## src/rtl/wpcr_pkg.sv

```systemverilog
package wpcr_pkg;

   localparam logic [2:0] OP_PIN_CHANGE   = 3'd0;
   localparam logic [2:0] OP_TICK         = 3'd1;
   localparam logic [2:0] OP_BUS_BYTE     = 3'd2;
   localparam logic [2:0] OP_STOP         = 3'd3;
   localparam logic [2:0] OP_DIRECTION    = 3'd4;
   localparam logic [2:0] OP_ENERGY       = 3'd5;

   localparam logic [7:0] CLEAR_BYTE      = 8'h52;
   localparam logic [7:0] PAST_END_BYTE   = 8'hFF;

   localparam logic [3:0] RECORD_LEN      = 4'd13;
   localparam logic [3:0] CHECKSUM_POS    = 4'd12;

   typedef struct packed {
      logic [2:0]  operation;
      logic        wind_pin_low;
      logic        rain_pin_low;
      logic [7:0]  bus_byte;
      logic [15:0] direction_value;
      logic [31:0] energy_bits;
   } req_type;

   typedef struct packed {
      logic [7:0] tx_byte;
      logic       tx_valid;
   } rsp_type;

   typedef struct packed {
      logic [15:0] rain_total;
      logic [15:0] wind_total;
      logic [15:0] wind_in_interval;
      logic [15:0] wind_interval_peak;
      logic [15:0] average_direction;
      logic [31:0] energy_word;
      logic [3:0]  read_position;
   } state_type;

endpackage

```

## src/rtl/wpcr_channels.sv

```systemverilog
interface wpcr_req_if;
   logic             valid;
   logic             ready;
   wpcr_pkg::req_type data;

   modport source (output valid, output data, input ready);
   modport sink   (input valid, input data, output ready);
endinterface

interface wpcr_rsp_if;
   logic             valid;
   logic             ready;
   wpcr_pkg::rsp_type data;

   modport source (output valid, output data, input ready);
   modport sink   (input valid, input data, output ready);
endinterface

```

## src/rtl/weather_pulse_counter_readout_top.sv

```systemverilog
// Flow: an accepted item is held in the input register, and its result is then
//    registered in the result register before it is offered on rsp_chan.
// Throughput: one item per cycle while results are taken; while a result waits,
//    an empty input register still takes an item; stalls only when both are full.
// Reset: synchronous, active high; clears all counters, the energy and direction
//    words, the record position and both pipeline valid flags.
module weather_pulse_counter_readout_top (
   input logic              clock,
   input logic              reset,
   wpcr_req_if.sink         req_chan,
   wpcr_rsp_if.source       rsp_chan
);

   logic                in_vld_ff;
   wpcr_pkg::req_type   in_data_ff;
   logic                rsp_vld_ff;
   wpcr_pkg::rsp_type   rsp_data_ff;
   wpcr_pkg::rsp_type   rsp_data_in;
   wpcr_pkg::state_type st_ff;
   wpcr_pkg::state_type st_in;
   logic                advance;
   logic                process;
   logic [7:0]          record_byte;

   assign advance        = !rsp_vld_ff || rsp_chan.ready;
   assign process        = in_vld_ff && advance;
   assign req_chan.ready = !in_vld_ff || advance;
   assign rsp_chan.valid = rsp_vld_ff;
   assign rsp_chan.data  = rsp_data_ff;

   wpcr_record u_record (
      .state       (st_ff),
      .position    (st_ff.read_position),
      .record_byte (record_byte)
   );

   always_comb begin
      st_in                = st_ff;
      rsp_data_in.tx_byte  = 8'd0;
      rsp_data_in.tx_valid = 1'b0;
      unique case (in_data_ff.operation)
         wpcr_pkg::OP_PIN_CHANGE: begin
            if (in_data_ff.wind_pin_low) begin
               st_in.wind_total       = st_ff.wind_total + 16'd1;
               st_in.wind_in_interval = st_ff.wind_in_interval + 16'd1;
            end
            if (in_data_ff.rain_pin_low) begin
               st_in.rain_total = st_ff.rain_total + 16'd1;
            end
         end
         wpcr_pkg::OP_TICK: begin
            if (st_ff.wind_interval_peak < st_ff.wind_in_interval) begin
               st_in.wind_interval_peak = st_ff.wind_in_interval;
            end
            st_in.wind_in_interval = 16'd0;
         end
         wpcr_pkg::OP_BUS_BYTE: begin
            if (in_data_ff.bus_byte == wpcr_pkg::CLEAR_BYTE) begin
               st_in.rain_total         = 16'd0;
               st_in.wind_total         = 16'd0;
               st_in.wind_in_interval   = 16'd0;
               st_in.wind_interval_peak = 16'd0;
               st_in.energy_word        = 32'd0;
            end else begin
               rsp_data_in.tx_byte  = record_byte;
               rsp_data_in.tx_valid = 1'b1;
               if (st_ff.read_position < wpcr_pkg::RECORD_LEN) begin
                  st_in.read_position = st_ff.read_position + 4'd1;
               end
            end
         end
         wpcr_pkg::OP_STOP: begin
            st_in.read_position = 4'd0;
         end
         wpcr_pkg::OP_DIRECTION: begin
            st_in.average_direction = in_data_ff.direction_value;
         end
         wpcr_pkg::OP_ENERGY: begin
            st_in.energy_word = in_data_ff.energy_bits;
         end
         default: begin
         end
      endcase
   end

   always_ff @(posedge clock) begin
      if (reset) begin
         in_vld_ff  <= 1'b0;
         rsp_vld_ff <= 1'b0;
         st_ff      <= '0;
      end else begin
         if (req_chan.ready) begin
            in_vld_ff <= req_chan.valid;
         end
         if (advance) begin
            rsp_vld_ff <= in_vld_ff;
         end
         if (process) begin
            st_ff <= st_in;
         end
      end
   end

   always_ff @(posedge clock) begin
      if (req_chan.valid && req_chan.ready) begin
         in_data_ff <= req_chan.data;
      end
      if (process) begin
         rsp_data_ff <= rsp_data_in;
      end
   end

   a_pos_range: assert property (@(posedge clock) disable iff (reset)
      st_ff.read_position <= wpcr_pkg::RECORD_LEN)
      else $error("record position past end");

   a_quiet_zero: assert property (@(posedge clock) disable iff (reset)
      rsp_vld_ff && !rsp_data_ff.tx_valid |-> rsp_data_ff.tx_byte == 8'd0)
      else $error("non-read item carries a byte");

   a_hold_input: assert property (@(posedge clock) disable iff (reset)
      in_vld_ff && !advance |=> in_vld_ff)
      else $error("stalled input item lost");

   a_stop_rewind: assert property (@(posedge clock) disable iff (reset)
      process && in_data_ff.operation == wpcr_pkg::OP_STOP |=> st_ff.read_position == 4'd0)
      else $error("stop did not rewind record");

   a_result_follows: assert property (@(posedge clock) disable iff (reset)
      process |=> rsp_vld_ff)
      else $error("processed item gave no result");

endmodule

```

## src/rtl/wpcr_record.sv

```systemverilog
module wpcr_record (
   input  wpcr_pkg::state_type state,
   input  logic [3:0]          position,
   output logic [7:0]          record_byte
);

   localparam logic [3:0] CHECKSUM_POS_L = wpcr_pkg::CHECKSUM_POS;

   logic [7:0] bytes [12];
   logic [7:0] checksum;

   always_comb begin
      bytes[0]  = state.rain_total[7:0];
      bytes[1]  = state.rain_total[15:8];
      bytes[2]  = state.wind_total[7:0];
      bytes[3]  = state.wind_total[15:8];
      bytes[4]  = state.wind_interval_peak[7:0];
      bytes[5]  = state.wind_interval_peak[15:8];
      bytes[6]  = state.average_direction[7:0];
      bytes[7]  = state.average_direction[15:8];
      bytes[8]  = state.energy_word[7:0];
      bytes[9]  = state.energy_word[15:8];
      bytes[10] = state.energy_word[23:16];
      bytes[11] = state.energy_word[31:24];
   end

   always_comb begin
      checksum = 8'd0;
      for (int i = 0; i < 12; i++) begin
         checksum = checksum + bytes[i];
      end
   end

   always_comb begin
      if (position < CHECKSUM_POS_L) begin
         record_byte = bytes[position];
      end else if (position == CHECKSUM_POS_L) begin
         record_byte = checksum;
      end else begin
         record_byte = wpcr_pkg::PAST_END_BYTE;
      end
   end

endmodule

```

## src/flat_wrapper.sv

```systemverilog
// flat-port wrapper written by rule: the top's interface ports become plain ports
module weather_pulse_counter_readout_top_flat 
  (clock, reset, req_chan_valid, req_chan_data, req_chan_ready, rsp_chan_valid, rsp_chan_data, rsp_chan_ready);
  wpcr_req_if req_chan_i ();
  wpcr_rsp_if rsp_chan_i ();
  input logic clock;
  input logic reset;
  input wire logic [$bits(req_chan_i.valid)-1:0] req_chan_valid;
  input wire logic [$bits(req_chan_i.data)-1:0] req_chan_data;
  output wire logic [$bits(req_chan_i.ready)-1:0] req_chan_ready;
  output wire logic [$bits(rsp_chan_i.valid)-1:0] rsp_chan_valid;
  output wire logic [$bits(rsp_chan_i.data)-1:0] rsp_chan_data;
  input wire logic [$bits(rsp_chan_i.ready)-1:0] rsp_chan_ready;
  assign req_chan_i.valid = req_chan_valid;
  assign req_chan_i.data = req_chan_data;
  assign req_chan_ready = req_chan_i.ready;
  assign rsp_chan_valid = rsp_chan_i.valid;
  assign rsp_chan_data = rsp_chan_i.data;
  assign rsp_chan_i.ready = rsp_chan_ready;
  weather_pulse_counter_readout_top u_core (.clock(clock), .reset(reset), .req_chan(req_chan_i), .rsp_chan(rsp_chan_i));
endmodule
```

## config.mk

```make
export PLATFORM = sky130hd
export DESIGN_NAME = weather_pulse_counter_readout_top_flat
export DESIGN_NICKNAME = d
export VERILOG_FILES = /design/src/rtl/wpcr_pkg.sv /design/src/rtl/wpcr_channels.sv /design/src/rtl/weather_pulse_counter_readout_top.sv /design/src/rtl/wpcr_record.sv /design/src/flat_wrapper.sv
export SDC_FILE = /design/constraint.sdc
export NUM_CORES = 1
export LEC_CHECK = 0
export BUFFER_PORTS_ARGS = -buffer_cell sky130_fd_sc_hd__buf_2
export CAP_MARGIN = 10
export CELL_PAD_IN_SITES_DETAIL_PLACEMENT = 1
export CELL_PAD_IN_SITES_GLOBAL_PLACEMENT = 1
export CORE_ASPECT_RATIO = 2
export CORE_MARGIN = 10
export CORE_UTILIZATION = 49
export CTS_BUF_LIST = sky130_fd_sc_hd__clkbuf_16
export CTS_CLUSTER_DIAMETER = 120
export DETAILED_ROUTE_END_ITERATION = 10
export PLACE_DENSITY_LB_ADDON = 0.25
export SETUP_SLACK_MARGIN = 0.5
export SLEW_MARGIN = 10
export SYNTH_ARGS = -nofsm -noshare
export SYNTH_HDL_FRONTEND = slang
export SYNTH_HIERARCHICAL = 1
export SYNTH_SLANG_ARGS = --single-unit
```

## constraint.sdc

```tcl
create_clock -name clock -period 6.8 [get_ports clock]
set_clock_uncertainty 0.1 [all_clocks]
set_input_delay 0 -clock clock [delete_from_list [all_inputs] [get_ports clock]]
set_output_delay 0 -clock clock [all_outputs]
set_load 0.02 [all_outputs]
```

==> results of run 1 <==
## worst reg2reg max path, cell delays in order, from the launching register on
cell	delay, ps
dfxtp_1	370
inv_1	90
fa_1	540
inv_1	60
fa_1	570
fa_1	580
fa_1	600
inv_1	70
fa_1	530
inv_1	40
ha_1	330
a21oi_1	240
o21bai_1	110
a21oi_2	150
xnor3_1	430
o211ai_2	140
nand2_1	70
and2_1	130
## cell usage in the layout, fill, tap and decap left out, drive strengths merged, types with 17 or more instances in the layout
cell type and n:
fa 63, dfxtp 118, a21oi 24, o21ai 25, buf 82, mux2i 24
nand2 28, edfxtp 70, ha 30, nand3 22, inv 124, clkbuf 17
xnor2 49, nor2 109, mux4 25, dlygate4sd3 64, a22oi 33
## power breakdown
group | total (mW) | internal, mW | switching [mW] | leakage, nW
Combinational | 0.154 | 0.0688 | 0.0848 | 2.80
Sequential | 1.22 | 1.20 | 0.0231 | 1.64
Clock | 0.948 | 0.473 | 0.475 | 0.265
Total | 2.32 | 1.74 | 0.583 | 4.70
## metal layers
metal,track usage,part of all wire,vias up,routed length [microns]
met3,0.0536,0.035,137,1180
met4,0.227,0.10,0,3340
met5,0,0,-,0
met1,0.225,0.32,4008,10700
li1,-,-,3554,-
met2,0.447,0.54,230,18100
## state kept, by name, summed over array words and instances, names as in the netlist
register / count
u_core/in_data_ff: 61
u_core/in_vld_ff: 1
u_core/rsp_chan.valid: 1
u_core/st_ff: 116
u_core/rsp_chan.data: 9
## timing repair
action,CTS,global route
hold endpoints to repair,63,0
hold buffers,64,0
setup endpoints to repair,0,0
## path summary, 6_finish.rpt
check,slack [ps],to,depth (start not counted),startpoint
hold reg to reg,400,u_core/st_ff[69],2,u_core/st_ff[69]
setup / recovery,1420,u_core/rsp_chan.data[8],17,u_core/st_ff[8]
setup reg to reg,1420,u_core/rsp_chan.data[8],17,u_core/st_ff[8]
hold / removal,140,u_core/in_data_ff[28],2,req_chan_data[28]
## metrics by stage
step / util / hold slack [ps] / setup WS, ps
floorplan: - / -1.13 / 1760
global placement: 0.527 / 76.4 / 1560
detailed placement: 0.527 / 78.3 / 1450
CTS: 0.582 / 119 / 1440
global route: 0.582 / 133 / 1190
finish: 0.582 / 144 / 1420
## cell families after synthesis
family,share of synthesized area
mux,0.0765
flops,0.423
xor+xnor,0.0545
compound gates,0.0865
fa+ha+maj,0.155
simple gates,0.143
buf+inv,0.0610
## final cells by class
class | count | area (sq um) | area share
clock buffer | 17 | 425 | 0.0346
clock inverter | 14 | 115 | 0.00936
inverter | 118 | 443 | 0.0360
multi-input combinational | 608 | 5440 | 0.443
sequential | 188 | 4470 | 0.363
tap | 269 | 337 | 0.0274
timing repair buffer | 146 | 1070 | 0.0869
==> summary.md, run 1 <==
| Metric | Value |
|---|---|
| Leakage | 4.70 nW |
| Part of the Yosys area used for sequential elements | 0.423 |
| Fmax | around 0.19 GHz |
| CTS tree | built |
| Worst Max-Slew Pin Slew | 1010 ps |
| Synth Warn # | 6 |
| WL/cell | between 20 and 25 microns |
| Rows | 75 |
| Number of global-route vias before repair | approximately 9,000 |
| CTS Buffer Depth | 2 |
| Final Power | between 2 and 2.5 mW |
| GRT overflow | 0 |
| Crit path DAT | about 5500 ps |
| Area of the mapped netlist | 0.0105 sq mm |
| CP max FO | 3 |
| CP dominant cell by count | fa_1 |
| Resized cells post-CTS | 0 |
| Die width | around 120 microns |
| RSZ-0062 raised after global routing | false |
| Final Wtd Congestion | 0.909 |
| Endpoints failing setup | 0 |
| Crit start category | flip-flop |
| P per Cell Area | 189 mW/mm^2 |
| Worst path max stage delay | 600 ps |
| Mapped Cells | 958 |
| Final ANT Viol Nets | 0 |
| Final HPWL DP | 23,800 microns |
| Top post-synthesis cells by count | dfxtp_1, inv_1, nor2_1 |
| Syn nets | 1,116 |
| Crit path cell chain | inv_1 > fa_1 > inv_1 > fa_1 > fa_1 > fa_1 > inv_1 > fa_1 > inv_1 > ha_1 > a21oi_1 > o21bai_1 > a21oi_2 > xnor3_1 > o211ai_2 > nand2_1 > and2_1 |
| Ports | between 70 and 80 |
| Finished Layout Cells | 1,360 |
| Largest net degree at the start of global routing | 87 |
| Peak supply drop | ~0.22 mV |
| Yosys top cell area share | 0.224 |
| Antenna violations before repair | 0 |
| Htree depth | 4 |
| Share of cells above drive strength 1 | 0.149 |
| Period utilization | 0.791 |
| Total Die Area | 0.0281 sq mm |
| TritonCTS buffer count | 17 |
| DRC Markers | 0 |
| Vias per cell | between 5 and 6 |
| Distinct cells, synth | between 60 and 70 |
| HP Class | input pin to flip-flop |
| Port bufs | 75 |
| Synth area leader | dfxtp_1 |
| Filler instances | approximately 2,300 |
| Max-slew violation count | 0 |
| Min Clock Period, post-route | approximately 5400 ps |
| DIE HEIGHT | between 200 and 250 microns |
| Slowest CP cell | fa_1 |
| Rel. slew slack | 0.329 |
| Initial Utilization | 0.499 |
| Area delta synth->final | 16.7% |
| CP required | between 6000 and 7000 ps |
| CP bufs+invs | 4 |
| Core Footprint | 0.0211 sq mm |
| Vias | around 7,900 |
| Setup_tns | 0 ps |
| First-pass GRT wire length | 51,500 microns |
| Setup bufs post-CTS | 0 |
| Critical path type | flip-flop to flip-flop |
| Number of synthesized flops with an enable pin | 70 |
| DP Cell Count | 1,265 |
| # diodes | 0 |
| Clock sink count | 188 |
| Worst-Skew Late Latency | between 400 and 500 ps |
| Worst-path clk slew | around 70 ps |
| Final nets | between 1,000 and 1,500 |
| Final instance area | around 0.012 sq mm |
| Final hold violations | 0 |
| Post-DP Area | about 0.011 sq mm |
| TritonRoute pass-1 iters | 5 |
| Top FF cell, synth | dfxtp_1 |
| Crit path max-delay family | adder cells |
| Root Driver | clkbuf_16 |
| Total wire length | between 30,000 and 40,000 microns |
| Syn Area/Cell | 11.0 sq um |
| Global router's overall resource usage | 0.250 |
| Max cap viols | 0 |
| Iter 0 DRT Violations | roughly 500 |
| Worst setup EP type | flip-flop |
| Status | completed |
| Async set-reset flop share out of synthesis | 0 |
| Area contributors post-synth | dfxtp_1, edfxtp_1, fa_1 |
| Seq cells post-synth | ~190 |
(Power assumes the default switching activity.)
==> inputs of run 2 (changes only) <==
--- a/config.mk
+++ b/config.mk
@@ -11,7 +11,7 @@
 export CELL_PAD_IN_SITES_GLOBAL_PLACEMENT = 1
 export CORE_ASPECT_RATIO = 2
 export CORE_MARGIN = 10
-export CORE_UTILIZATION = 49
+export CORE_UTILIZATION = 44
 export CTS_BUF_LIST = sky130_fd_sc_hd__clkbuf_16
 export CTS_CLUSTER_DIAMETER = 120
 export DETAILED_ROUTE_END_ITERATION = 10
==> constraint.sdc (replaced) <==
create_clock -name clock -period 4.5 [get_ports clock]
set_clock_uncertainty 0.1 [all_clocks]
set_input_delay 0 -clock clock [delete_from_list [all_inputs] [get_ports clock]]
set_output_delay 0 -clock clock [all_outputs]
set_load 0.02 [all_outputs]
==> run 2 against run 1 <==
The flow now finishes with violations (setup timing). Register-to-register slack got worse by 2000 ps. Via count rose by 4.3%. First-iteration DRC count fell by 15%. Highest routed layer unchanged.
==> summary.md, run 2 (synthesis results as in run 1) <==
| Metric | Value |
|---|---|
| Port bufs | 75 |
| Area delta synth->final | 24.2% |
| Final HPWL DP | roughly 26,000 microns |
| WL/cell | 24.6 microns |
| Status | finished with violations |
| Max cap viols | 0 |
| Worst Max-Slew Pin Slew | 1040 ps |
| Final nets | between 1,000 and 1,500 |
| Htree depth | 4 |
| Slowest CP cell | fa_1 |
| Final Wtd Congestion | 0.907 |
| Fmax | about 0.20 GHz |
| Most frequent cells in the layout | inv_1, nor2_1, dfxtp_1 |
| Crit start category | flip-flop |
| Switching power total | 0.937 mW |
| Number of global-route vias before repair | slightly above 9,000 |
| Multi-input logic area | around 0.0055 sq mm |
| Final setup margin | -535 ps |
| Worst-path clk slew | approximately 80 ps |
| Biggest register | u_core/st_ff |
| Crit path cell chain | inv_1 > fa_1 > inv_2 > fa_1 > fa_1 > fa_1 > inv_2 > fa_1 > inv_2 > fa_2 > buf_4 > xnor2_2 > nand2b_1 > mux4_2 > and2_4 |
| Reg2Reg Depth | 15 |
| Vias per cell | approximately 5.6 |
| Clock sink count | ~190 |
| Rows | 80 |
| GRT overflow | 0 |
| Largest net degree at the start of global routing | 45 |
| Period utilization | 1.12 |
| Critical path type | flip-flop to flip-flop |
| Final ANT Viol Nets | 0 |
| Pint | ~2.7 mW |
| Crit path DAT | 5150 ps |
| Core Footprint | approximately 0.024 sq mm |
| Min Clock Period, post-route | ~5000 ps |
| Initial Utilization | 0.444 |
| Endpoints failing setup | 5 |
| Share of cells above drive strength 1 | 0.241 |
| Rel. slew slack | 0.308 |
| Net Sw Frac | 0.258 |
| Iter 0 DRT Violations | around 430 |
| First-pass GRT wire length | between 50,000 and 60,000 microns |
| CP required | around 4600 ps |
| CTS tree | built |
| Final hold violations | 0 |
| TritonCTS buffer count | 17 |
| Worst-Skew Late Latency | 470 ps |
| Largest register FFs | between 100 and 150 |
| Global router's overall resource usage | 0.240 |
| Flop pwr share | 0.509 |
| Fin util | 0.552 |
| P per Cell Area | ~280 mW/mm^2 |
| Total wire length | between 30,000 and 40,000 microns |
| Max-slew violation count | 0 |
| DIE HEIGHT | between 200 and 250 microns |
| Commonest non-fill, non-tap cell in the layout | inv_1 |
| DRC Markers | 0 |
| Setup_tns | -2340 ps |
| TritonRoute pass-1 iters | 5 |
| Flip-flop and latch area | roughly 0.0045 sq mm |
| CTS Buffer Depth | 2 |
| Clock share of power | 0.422 |
| Ports | 76 |
| # diodes | 0 |
| Root Driver | clkbuf_16 |
| Filler instances | roughly 2,500 |
| Antenna violations before repair | 0 |
| HP Class | input pin to flip-flop |
| Vias | approximately 8,300 |
| Leakage | 5.20 nW |
| Total Die Area | just over 0.03 sq mm |
| Hold Path Cell Cnt | 2 |
| Die width | around 130 microns |
| CP max FO | 2 |
| Failing checks | setup timing |
| CP dominant cell by count | fa_1 |
| Worst path max stage delay | a little under 600 ps |
| Peak supply drop | 0.331 mV |
| RSZ-0062 raised after global routing | true |
| Comb pwr share | 0.070 |
| Worst setup EP type | flip-flop |
==> run 2: cell types whose count changed in the layout (fill, tap and decap cells not counted), moves of 2 or more <==
cell and change:
ha_1 -2, a21oi_2 +2, inv_6 +2, dfxtp_2 +13, inv_2 +9, ha_4 +2
inv_1 -9, dfxtp_1 -13, fa_1 -2, a21oi_1 -2, fa_2 +2, buf_4 +90
==> run 2: layout make-up <==
| type | instances | share of cell area |
|---|---|---|
| clock inverters | 14 | 0.00974 |
| inverters | 118 | 0.0338 |
| multi-input cells | 608 | 0.419 |
| clock buffers | 18 | 0.0344 |
| repair buffers | 236 | 0.133 |
| flip-flops and latches | 188 | 0.342 |
| well taps | 287 | 0.0274 |
==> run 2: power groups by stage <==
stage	sequential [mW]	clock [mW]	combinational [mW]
finish	1.84	1.53	0.252
global route	1.85	1.61	0.274
CTS	1.84	1.55	0.246
detailed placement	1.88	0	0.199
global placement	1.88	0	0.194
floorplan	1.87	0	0.114
==> run 2: path summary, 6_finish.rpt <==
| kind | to | startpoint | slack (ps) |
|---|---|---|---|
| setup / recovery | u_core/rsp_chan.data[5] | u_core/st_ff[15] | -530 |
| hold / removal | u_core/st_ff[44] | reset | 70 |
| setup reg to reg | u_core/rsp_chan.data[5] | u_core/st_ff[15] | -530 |
| hold reg to reg | u_core/st_ff[19] | u_core/in_data_ff[15] | 400 |
==> run 2: per-stage QoR <==
| step | hold slack (ps) | setup slack, ps | power [mW] | cells | cell area (sq um) |
|---|---|---|---|---|---|
| floorplan | -1.13 | -322 | 1.98 | 958 | 10600 |
| global placement | 76.1 | -495 | 2.07 | 1372 | 11900 |
| detailed placement | 78.4 | -561 | 2.08 | 1372 | 11900 |
| CTS | 37.9 | -500 | 3.64 | 1469 | 13100 |
| global route | 113 | -717 | 3.73 | 1469 | 13100 |
| finish | 73.3 | -535 | 3.62 | 1469 | 13100 |
==> run 2: repair_timing <==
action | 4_1_cts | 5_1_grt
endpoints found under the hold margin | 63 | 0
buffers inserted | 1 | 0
hold buffers | 64 | 0
pin swaps | 9 | 20
resized for setup | 5 | 10
setup endpoints to repair | 6 | 7
gates cloned | 0 | 0
==> run 2: routing by layer <==
metal  wire length, microns  share of wire  up-vias  GRT usage
met5                      0              0        -          0
met4                   3580          0.099        0      0.213
met3                   1180          0.033      122     0.0437
met2                  19900           0.55      248      0.443
met1                  11400           0.32     4161      0.213
li1                       -              -     3736          -
==> run 2: critical path: cells and delay by family (launching register included) <==
family	cells	cell delay (ps)
muxes	1	520
DFF	1	330
buffers and inverters	5	360
and+or+nand+nor	2	260
xor gates and xnor gates	1	120
adders and majority gates	6	3090
